## config.mk

```make
export PLATFORM = sky130hd
export DESIGN_NAME = rgb_to_dithered_raster
export DESIGN_NICKNAME = d
export VERILOG_FILES = /design/src/sv/rdr_pkg.sv /design/src/sv/rgb_to_dithered_raster.sv
export SDC_FILE = /design/constraint.sdc
export NUM_CORES = 2
export LEC_CHECK = 0
export ABC_AREA = 1
export ABC_CLOCK_PERIOD_IN_PS = 8800
export BUFFER_PORTS_ARGS = -buffer_cell sky130_fd_sc_hd__buf_2
export CAP_MARGIN = 20
export CORE_MARGIN = 3
export CORE_UTILIZATION = 40
export CTS_CLUSTER_SIZE = 14
export DETAILED_ROUTE_END_ITERATION = 12
export MAX_ROUTING_LAYER = met4
export PLACE_DENSITY_LB_ADDON = 0.3
export SYNTH_ARGS = -nofsm -noshare
export SYNTH_HDL_FRONTEND = slang
export SYNTH_SLANG_ARGS = --single-unit
```

## constraint.sdc

```tcl
create_clock -name clk -period 8.8 [get_ports clk]
set_input_delay 0.88 -clock clk [delete_from_list [all_inputs] [get_ports clk]]
set_output_delay 0.88 -clock clk [all_outputs]
set_load 0.005 [all_outputs]
```

## src/sv/rdr_pkg.sv

```systemverilog
// rdr_pkg: shared types, constants and tables for the dithered raster encoder
// no dependencies

package rdr_pkg;

	localparam int DEF_MAX_WIDTH = 4096;

	// register indexes
	localparam logic [1:0] REG_IMAGE_WIDTH  = 2'd0;
	localparam logic [1:0] REG_IMAGE_HEIGHT = 2'd1;
	localparam logic [1:0] REG_SCALE_MODE   = 2'd2;

	localparam logic [12:0] RST_IMAGE_WIDTH  = 13'd384;
	localparam logic [15:0] RST_IMAGE_HEIGHT = 16'd1;
	localparam logic [1:0]  RST_SCALE_MODE   = 2'd0;

	// input item kinds
	localparam logic KIND_TABLE = 1'b0;
	localparam logic KIND_PIXEL = 1'b1;

	// luma = floor(sum / 1000) as (sum * LUMA_RECIP) >> LUMA_SHIFT, exact for sum < 2^18
	localparam logic [18:0] LUMA_RECIP = 19'd268436;
	localparam int          LUMA_SHIFT = 28;

	// result queue, power of two deep
	localparam int QDEPTH = 8;

	// header position codes
	localparam logic [2:0] POS_SCALE  = 3'd0;
	localparam logic [2:0] POS_WB_LO  = 3'd1;
	localparam logic [2:0] POS_WB_HI  = 3'd2;
	localparam logic [2:0] POS_H_LO   = 3'd3;
	localparam logic [2:0] POS_H_HI   = 3'd4;
	localparam logic [2:0] POS_DATA   = 3'd5;

	typedef struct packed {
		logic       hdr;
		logic       data;
		logic [7:0] byte_val;
		logic       last;
	} rec_t;

	// bayer 4x4 entry times 15
	function automatic logic [7:0] bayer_thr(input logic [1:0] r, input logic [1:0] c);
		logic [7:0] t;
		unique case ({r, c})
			4'h0: t = 8'd0;
			4'h1: t = 8'd120;
			4'h2: t = 8'd30;
			4'h3: t = 8'd150;
			4'h4: t = 8'd180;
			4'h5: t = 8'd60;
			4'h6: t = 8'd210;
			4'h7: t = 8'd90;
			4'h8: t = 8'd45;
			4'h9: t = 8'd165;
			4'hA: t = 8'd15;
			4'hB: t = 8'd135;
			4'hC: t = 8'd225;
			4'hD: t = 8'd105;
			4'hE: t = 8'd195;
			4'hF: t = 8'd75;
			default: t = 8'd0;
		endcase
		return t;
	endfunction

endpackage

```

## src/sv/rgb_to_dithered_raster.sv

```systemverilog
// rgb_to_dithered_raster: rgb pixels to a 1bpp ordered-dither printer raster
// depends on rdr_pkg
//
// input channel (in_valid / in_stall) carries either a gamma table write
// (kind 0) or a pixel (kind 1) in raster order. the output channel
// (out_valid / out_stall) carries bytes: five header bytes before the first
// data byte of a frame, then the packed rows, last high on the final byte.
// one input transfer per cycle is taken while the result queue has room;
// a pixel that ends a byte or opens a frame has its record pushed after the
// capture, sum and gamma-read registers; the record leaves at the queue head.
// the output gives at most one byte per cycle. the gamma table is a 256x8
// single-port ram with a registered read: a table write and a pixel lookup
// use it in the same pipeline stage, so program order is kept without
// forwarding. in_stall rises when queued records plus items in flight would
// fill the eight-entry queue; with a stalled receiver the head byte holds.
// reset clears the frame position, the queue and the registers (width 384,
// height 1, scale 0); the gamma table stays unknown until written.

module rgb_to_dithered_raster #(
	parameter int MAX_WIDTH = rdr_pkg::DEF_MAX_WIDTH
) (
	input  logic        clk,
	input  logic        arst_n,
	input  logic        cfg_write_en,
	input  logic [1:0]  cfg_index,
	input  logic [15:0] cfg_data,
	input  logic        in_valid,
	output logic        in_stall,
	input  logic        kind,
	input  logic [7:0]  red,
	input  logic [7:0]  green,
	input  logic [7:0]  blue,
	input  logic [7:0]  table_index,
	input  logic [7:0]  table_value,
	output logic        out_valid,
	input  logic        out_stall,
	output logic [7:0]  out_byte,
	output logic        last
);

	localparam int CW  = $clog2(MAX_WIDTH + 1);
	localparam int WW  = (CW > 13) ? CW : 13;
	localparam int PW  = $clog2(rdr_pkg::QDEPTH);
	localparam int NW  = $clog2(rdr_pkg::QDEPTH + 1);

	// configuration
	logic [12:0] image_width_q;
	logic [15:0] image_height_q;
	logic [1:0]  scale_mode_q;

	always_ff @(posedge clk or negedge arst_n) begin
		if (!arst_n) begin
			image_width_q  <= rdr_pkg::RST_IMAGE_WIDTH;
			image_height_q <= rdr_pkg::RST_IMAGE_HEIGHT;
			scale_mode_q   <= rdr_pkg::RST_SCALE_MODE;
		end else if (cfg_write_en) begin
			unique case (cfg_index)
				rdr_pkg::REG_IMAGE_WIDTH:  image_width_q  <= cfg_data[12:0];
				rdr_pkg::REG_IMAGE_HEIGHT: image_height_q <= cfg_data;
				rdr_pkg::REG_SCALE_MODE:   scale_mode_q   <= cfg_data[1:0];
				default: ;
			endcase
		end
	end

	logic [WW-1:0] width_ext;
	logic [CW-1:0] eff_w;
	logic [15:0]   eff_h;
	logic [15:0]   row_bytes;

	always_comb begin
		width_ext = WW'(image_width_q);
		priority if (width_ext == '0)
			eff_w = CW'(1);
		else if (width_ext > WW'(MAX_WIDTH))
			eff_w = CW'(MAX_WIDTH);
		else
			eff_w = CW'(width_ext);
		eff_h = (image_height_q == 16'd0) ? 16'd1 : image_height_q;
		row_bytes = 16'(({1'b0, eff_w} + (CW + 1)'(7)) >> 3);
	end

	// pipeline valids and queue occupancy
	logic          v_s1, v_s2, v_s3;
	logic [NW-1:0] count_q;
	logic          in_xfer;
	logic [NW+1:0] reserved;

	assign reserved = (NW + 2)'(count_q) + (NW + 2)'(v_s1) + (NW + 2)'(v_s2)
		+ (NW + 2)'(v_s3);
	assign in_stall = reserved >= (NW + 2)'(rdr_pkg::QDEPTH);
	assign in_xfer  = in_valid && !in_stall;

	// stage 1: captured transfer
	logic       kind_s1;
	logic [7:0] red_s1, green_s1, blue_s1, tidx_s1, tval_s1;

	always_ff @(posedge clk or negedge arst_n) begin
		if (!arst_n) begin
			v_s1 <= 1'b0;
			v_s2 <= 1'b0;
			v_s3 <= 1'b0;
		end else begin
			v_s1 <= in_xfer;
			v_s2 <= v_s1;
			v_s3 <= v_s2;
		end
	end

	always_ff @(posedge clk) begin
		if (in_xfer) begin
			kind_s1  <= kind;
			red_s1   <= red;
			green_s1 <= green;
			blue_s1  <= blue;
			tidx_s1  <= table_index;
			tval_s1  <= table_value;
		end
	end

	// stage 2: weighted sum
	logic        kind_s2;
	logic [17:0] sum_s2;
	logic [7:0]  tidx_s2, tval_s2;

	always_ff @(posedge clk) begin
		kind_s2 <= kind_s1;
		tidx_s2 <= tidx_s1;
		tval_s2 <= tval_s1;
		sum_s2  <= 18'(red_s1) * 18'd299 + 18'(green_s1) * 18'd587
			+ 18'(blue_s1) * 18'd114;
	end

	// luma by reciprocal, then gamma ram access
	logic [36:0] luma_prod;
	logic [7:0]  luma;

	assign luma_prod = 37'(sum_s2) * 37'(rdr_pkg::LUMA_RECIP);
	assign luma      = luma_prod[rdr_pkg::LUMA_SHIFT +: 8];

	logic [7:0] gamma_mem [256];
	logic       kind_s3;
	logic [7:0] gray_s3;

	always_ff @(posedge clk) begin
		kind_s3 <= kind_s2;
		if (v_s2 && kind_s2 == rdr_pkg::KIND_TABLE)
			gamma_mem[tidx_s2] <= tval_s2;
		else
			gray_s3 <= gamma_mem[luma];
	end

	// stage 3: dither, pack and frame position
	logic [CW-1:0] col_q;
	logic [15:0]   row_q;
	logic [7:0]    pack_q;
	logic          header_done_q;

	logic          pix_s3, dark, row_end, frame_end, emit, push;
	logic [7:0]    packed_byte;
	logic [CW-1:0] col_n;
	logic [15:0]   row_n;
	rdr_pkg::rec_t push_rec;

	always_comb begin
		pix_s3      = v_s3 && kind_s3 == rdr_pkg::KIND_PIXEL;
		dark        = gray_s3 <= rdr_pkg::bayer_thr(row_q[1:0], col_q[1:0]);
		packed_byte = pack_q | (dark ? (8'h80 >> col_q[2:0]) : 8'h00);
		col_n       = col_q + CW'(1);
		row_end     = col_n >= eff_w;
		row_n       = row_q + 16'd1;
		frame_end   = row_end && (row_n >= eff_h);
		emit        = row_end || (col_n[2:0] == 3'd0);
		push        = pix_s3 && (emit || !header_done_q);
		push_rec.hdr      = !header_done_q;
		push_rec.data     = emit;
		push_rec.byte_val = packed_byte;
		push_rec.last     = frame_end;
	end

	always_ff @(posedge clk or negedge arst_n) begin
		if (!arst_n) begin
			col_q         <= '0;
			row_q         <= '0;
			pack_q        <= '0;
			header_done_q <= 1'b0;
		end else if (pix_s3) begin
			pack_q        <= emit ? 8'h00 : packed_byte;
			header_done_q <= !frame_end;
			if (row_end) begin
				col_q <= '0;
				row_q <= frame_end ? 16'd0 : row_n;
			end else begin
				col_q <= col_n;
			end
		end
	end

	// result queue and header unrolling
	rdr_pkg::rec_t q_mem [rdr_pkg::QDEPTH];
	logic [PW-1:0] wr_ptr_q, rd_ptr_q;
	logic [2:0]    pos_q;
	rdr_pkg::rec_t head;
	logic          out_xfer, rec_done, pop;
	logic          show_hdr;

	assign head      = q_mem[rd_ptr_q];
	assign out_valid = count_q != '0;
	assign out_xfer  = out_valid && !out_stall;
	assign show_hdr  = head.hdr && (pos_q < rdr_pkg::POS_DATA);
	assign rec_done  = head.hdr ? (head.data ? (pos_q == rdr_pkg::POS_DATA)
		: (pos_q == rdr_pkg::POS_H_HI)) : 1'b1;
	assign pop       = out_xfer && rec_done;

	always_comb begin
		out_byte = head.byte_val;
		last     = head.last;
		if (show_hdr) begin
			last = 1'b0;
			unique case (pos_q)
				rdr_pkg::POS_SCALE: out_byte = 8'(scale_mode_q);
				rdr_pkg::POS_WB_LO: out_byte = row_bytes[7:0];
				rdr_pkg::POS_WB_HI: out_byte = row_bytes[15:8];
				rdr_pkg::POS_H_LO:  out_byte = eff_h[7:0];
				rdr_pkg::POS_H_HI:  out_byte = eff_h[15:8];
				default:            out_byte = head.byte_val;
			endcase
		end
	end

	always_ff @(posedge clk) begin
		if (push)
			q_mem[wr_ptr_q] <= push_rec;
	end

	always_ff @(posedge clk or negedge arst_n) begin
		if (!arst_n) begin
			wr_ptr_q <= '0;
			rd_ptr_q <= '0;
			count_q  <= '0;
			pos_q    <= rdr_pkg::POS_SCALE;
		end else begin
			if (push)
				wr_ptr_q <= wr_ptr_q + PW'(1);
			if (pop)
				rd_ptr_q <= rd_ptr_q + PW'(1);
			unique case ({push, pop})
				2'b10:   count_q <= count_q + NW'(1);
				2'b01:   count_q <= count_q - NW'(1);
				default: count_q <= count_q;
			endcase
			if (out_xfer)
				pos_q <= rec_done ? rdr_pkg::POS_SCALE : pos_q + 3'd1;
		end
	end

	a_queue_bound: assert property (@(posedge clk) disable iff (!arst_n)
		count_q <= NW'(rdr_pkg::QDEPTH))
		else $error("result queue over capacity");

	a_push_room: assert property (@(posedge clk) disable iff (!arst_n)
		push |-> (count_q < NW'(rdr_pkg::QDEPTH)) || pop)
		else $error("record pushed into a full queue");

	a_pos_range: assert property (@(posedge clk) disable iff (!arst_n)
		out_valid |-> (pos_q <= rdr_pkg::POS_DATA)
			&& (head.hdr || pos_q == rdr_pkg::POS_SCALE))
		else $error("header position out of step with head record");

	a_col_bound: assert property (@(posedge clk) disable iff (!arst_n)
		pix_s3 |=> col_q < $past(eff_w))
		else $error("column past effective width");

	a_frame_reset: assert property (@(posedge clk) disable iff (!arst_n)
		(pix_s3 && frame_end) |=> (col_q == '0) && (row_q == 16'd0) && !header_done_q)
		else $error("frame end did not restart position");

endmodule

```

==> impl_metrics.ini <==
[routing]
antenna_left = 0
wl_per_cell_um = 22.17
first_pass_iters = 7
routed_wl_mm = 274.6
routed_via_density = 5.463
route.vias.total = 67670
drtIter0Drc = 7432
drc = 0

[worst_setup_path]
worst_ep_arrival_time_ns = 8.16
slowest_stage = nand2_8
max_stage_delay_ns = 0.88
cp_top_family = simple AND/OR/NAND/NOR gates
path_max_fanout = 92
startpoint = sum_s2[7]$_DFF_P_
path_buf_inv = 5
critPathKind = flop to flop
timing.rr.start = sum_s2[7]$_DFF_P_
cp-end-kind = flop
crit_required_ns = 9.56
worstSetupStartpointType = flop

[synth]
synth_flop_cell = edfxtp_1
synthArstFlopShare_pct = 3.686
avgSynthCellArea_um2 = 11.47
synth_nets = 9363
ys_top_cells_by_count = nand2_1 (2,334), edfxtp_1 (2,185), nand3_1 (2,104), inv_1 (434), buf_2 (390)
synth.distinct_cells = 50
syn_inst = 8874
seq_area_frac_synth_pct = 67.24
synthTopCellsByArea = edfxtp_1 (64%), nand3_1 (10%), nand2_1 (8.6%)
synth_edf_count = 2185
yosysWarnings = 0
synth_seq_cells = 2306
yosysMostFrequentCell = nand2_1
yosys.area.top_type = edfxtp_1
synth_area_mm2 = 0.1018
synth.top_cell.area_share_pct = 64.44

[clock_network]
cts_resized = 0
cts_max_level = 4
clock-root-buffer = clkbuf_16
clkLatencyLatePin_ns = 0.88
hold_buffers = 0
tritoncts = done
cts_buffers = 229
clkTransAtPathRegs_ns = 0.06
cts_setup_buffers = 0
cts_sinks = 2306
clock_path_buffers = 3

[grt]
grt_max_degree = 187
use_met3_pct = 3.504
met2_usage_pct = 33.88
grt_pass1_vias = 66380
grt.busiest_layer = met2
grt-ovfl-total = 0
antenna_found_initial = 9
grt_use_met1_pct = 28.05
track_usage_pct = 21.50
grt_first_pass_wirelength_mm = 415.4

[cells_and_area]
nNetsFinal = 9312
area_growth_pct = 11.31
fin_cells = 12390
final-seq-area_mm2 = 0.06849
multi_input_area_mm2 = 0.02944
fill_cells = 22950
drive_gt1_share_pct = 6.647

[die]
initial_core_util_pct = 40.35
die_x_um = 510.5
die-height_um = 510.5
dieArea_mm2 = 0.2606
num_io_pins = 75
std_cell_rows = 184
core-area_mm2 = 0.2523

[timing]
maxSlewViolCount = 0
hold_violations = 0
finalCritPeriodShare_pct = 84.12
finalSetupViolCount = 0
tightest_slew_ns = 1.173
fin_crit_ns = 7.402
fin_skew_ns = 0.07010
rsz0062_at_grt = no
relSlewSlack_pct = 21.54
fin_tns_setup_ns = 0
max_freq_mhz = 135.1

[placed_design]
post-place-cells = 11940
dp_hpwl_mm = 161.5
io_buffers = 74
gp_congestion = 0.8863

[hold_path]
hold_start = table_value[4]
min_path_type = input pin to flop

[flow_run]
cap_violations = 0

[outcome]
status = finished, final reports clean
==> worst paths after layout <==
path / end / slack, ns / cells past startpoint
worst max-delay path: gray_s3[6]$_DFFE_PN_ / 1.40 / 28
worst min-delay path: tval_s1[4]$_DFFE_PP_ / 0.17 / 1
worst max register to register: gray_s3[6]$_DFFE_PN_ / 1.40 / 28
worst min register to register: tval_s2[2]$_DFF_P_ / 0.34 / 0
max in group asynchronous: image_width_q[7]$_DFFE_PN1P_ / 7.70 / 3
min in group asynchronous: image_height_q[15]$_DFFE_PN0P_ / 0.41 / 2
==> logic make-up after synthesis <==
group / synth area share (%)
flops: 67.24
compound gates: 1.543
xor+xnor: 0.4805
fa+ha+maj: 6.115
simple gates: 20.64
buf+inv: 3.982
==> sequential cells by signal (all words and copies together) (netlist names), 2 cells and up <==
| signal | count |
|---|---|
| scale_mode_q | 2 |
| tidx_s2 | 8 |
| col_q | 13 |
| rd_ptr_q | 3 |
| wr_ptr_q | 3 |
| pack_q | 8 |
| gray_s3 | 8 |
| tval_s1 | 8 |
| green_s1 | 8 |
| pos_q | 3 |
| image_height_q | 16 |
| count_q | 4 |
| q_mem | 88 |
| row_q | 16 |
| sum_s2 | 18 |
| red_s1 | 8 |
| tidx_s1 | 8 |
| blue_s1 | 8 |
| tval_s2 | 8 |
| image_width_q | 13 |
| gamma_mem | 2048 |
==> metrics by stage <==
step | hold slack (ns) | utilization (%) | area, µm² | worst slack, ns
after detailed placement | 0.3259 | 41.92 | 105800 | 1.358
after global placement | 0.3237 | 41.91 | 105800 | 1.317
after floorplan | 0.3233 | - | 101800 | 2.900
after global routing | 0.1288 | 44.91 | 113300 | 1.019
final | 0.1734 | 44.91 | 113300 | 1.398
after CTS | 0.1034 | 44.88 | 113200 | 1.338
==> placed cells by master (no fill, tap or decap), types with 4 or more instances in the layout <==
cell type	Yosys	routed
o21ai_0	132	132
clkbuf_8	0	8
nand2_2	4	7
edfxtp_1	2185	2185
ha_1	304	304
inv_1	434	433
buf_4	7	96
dfxtp_4	0	8
o21bai_1	4	4
a221oi_1	5	5
buf_12	0	45
clkinv_2	0	57
nor3_1	14	13
buf_2	390	73
a22oi_1	8	8
nand4_1	13	13
nor2_1	385	383
o22ai_1	28	28
a21oi_1	76	76
xor2_1	47	45
inv_16	0	6
nand3_1	2104	2101
clkbuf_1	86	44
a21o_1	5	5
dfxtp_1	36	28
clkbuf_16	0	229
clkinv_1	2	51
bufinv_16	0	20
clkinvlp_4	0	8
dfrtp_1	82	82
diode_2	0	13
nand2_1	2334	2326
nor4_1	9	9
xnor2_1	7	5
fa_1	121	121
inv_6	0	5
==> layer usage <==
metal / up-vias / wire, µm
met1: 33370 / 112300
met3: 506 / 21560
met5: - / 0
met2: 2827 / 130200
li1: 30970 / -
met4: 0 / 10580
==> area by class of cell <==
type / count / share of cell area (%)
inverters: 438 / 1.458
flip-flops and latches: 2306 / 60.44
repair buffers: 219 / 1.816
clock buffers: 281 / 5.299
clock inverters: 153 / 1.282
well taps: 3348 / 3.696
multi-input cells: 5629 / 25.98
diodes: 13 / 0.02871
Power is not shown: default switching activity piles up to over one toggle a cycle in this logic, so the estimate is an artifact.
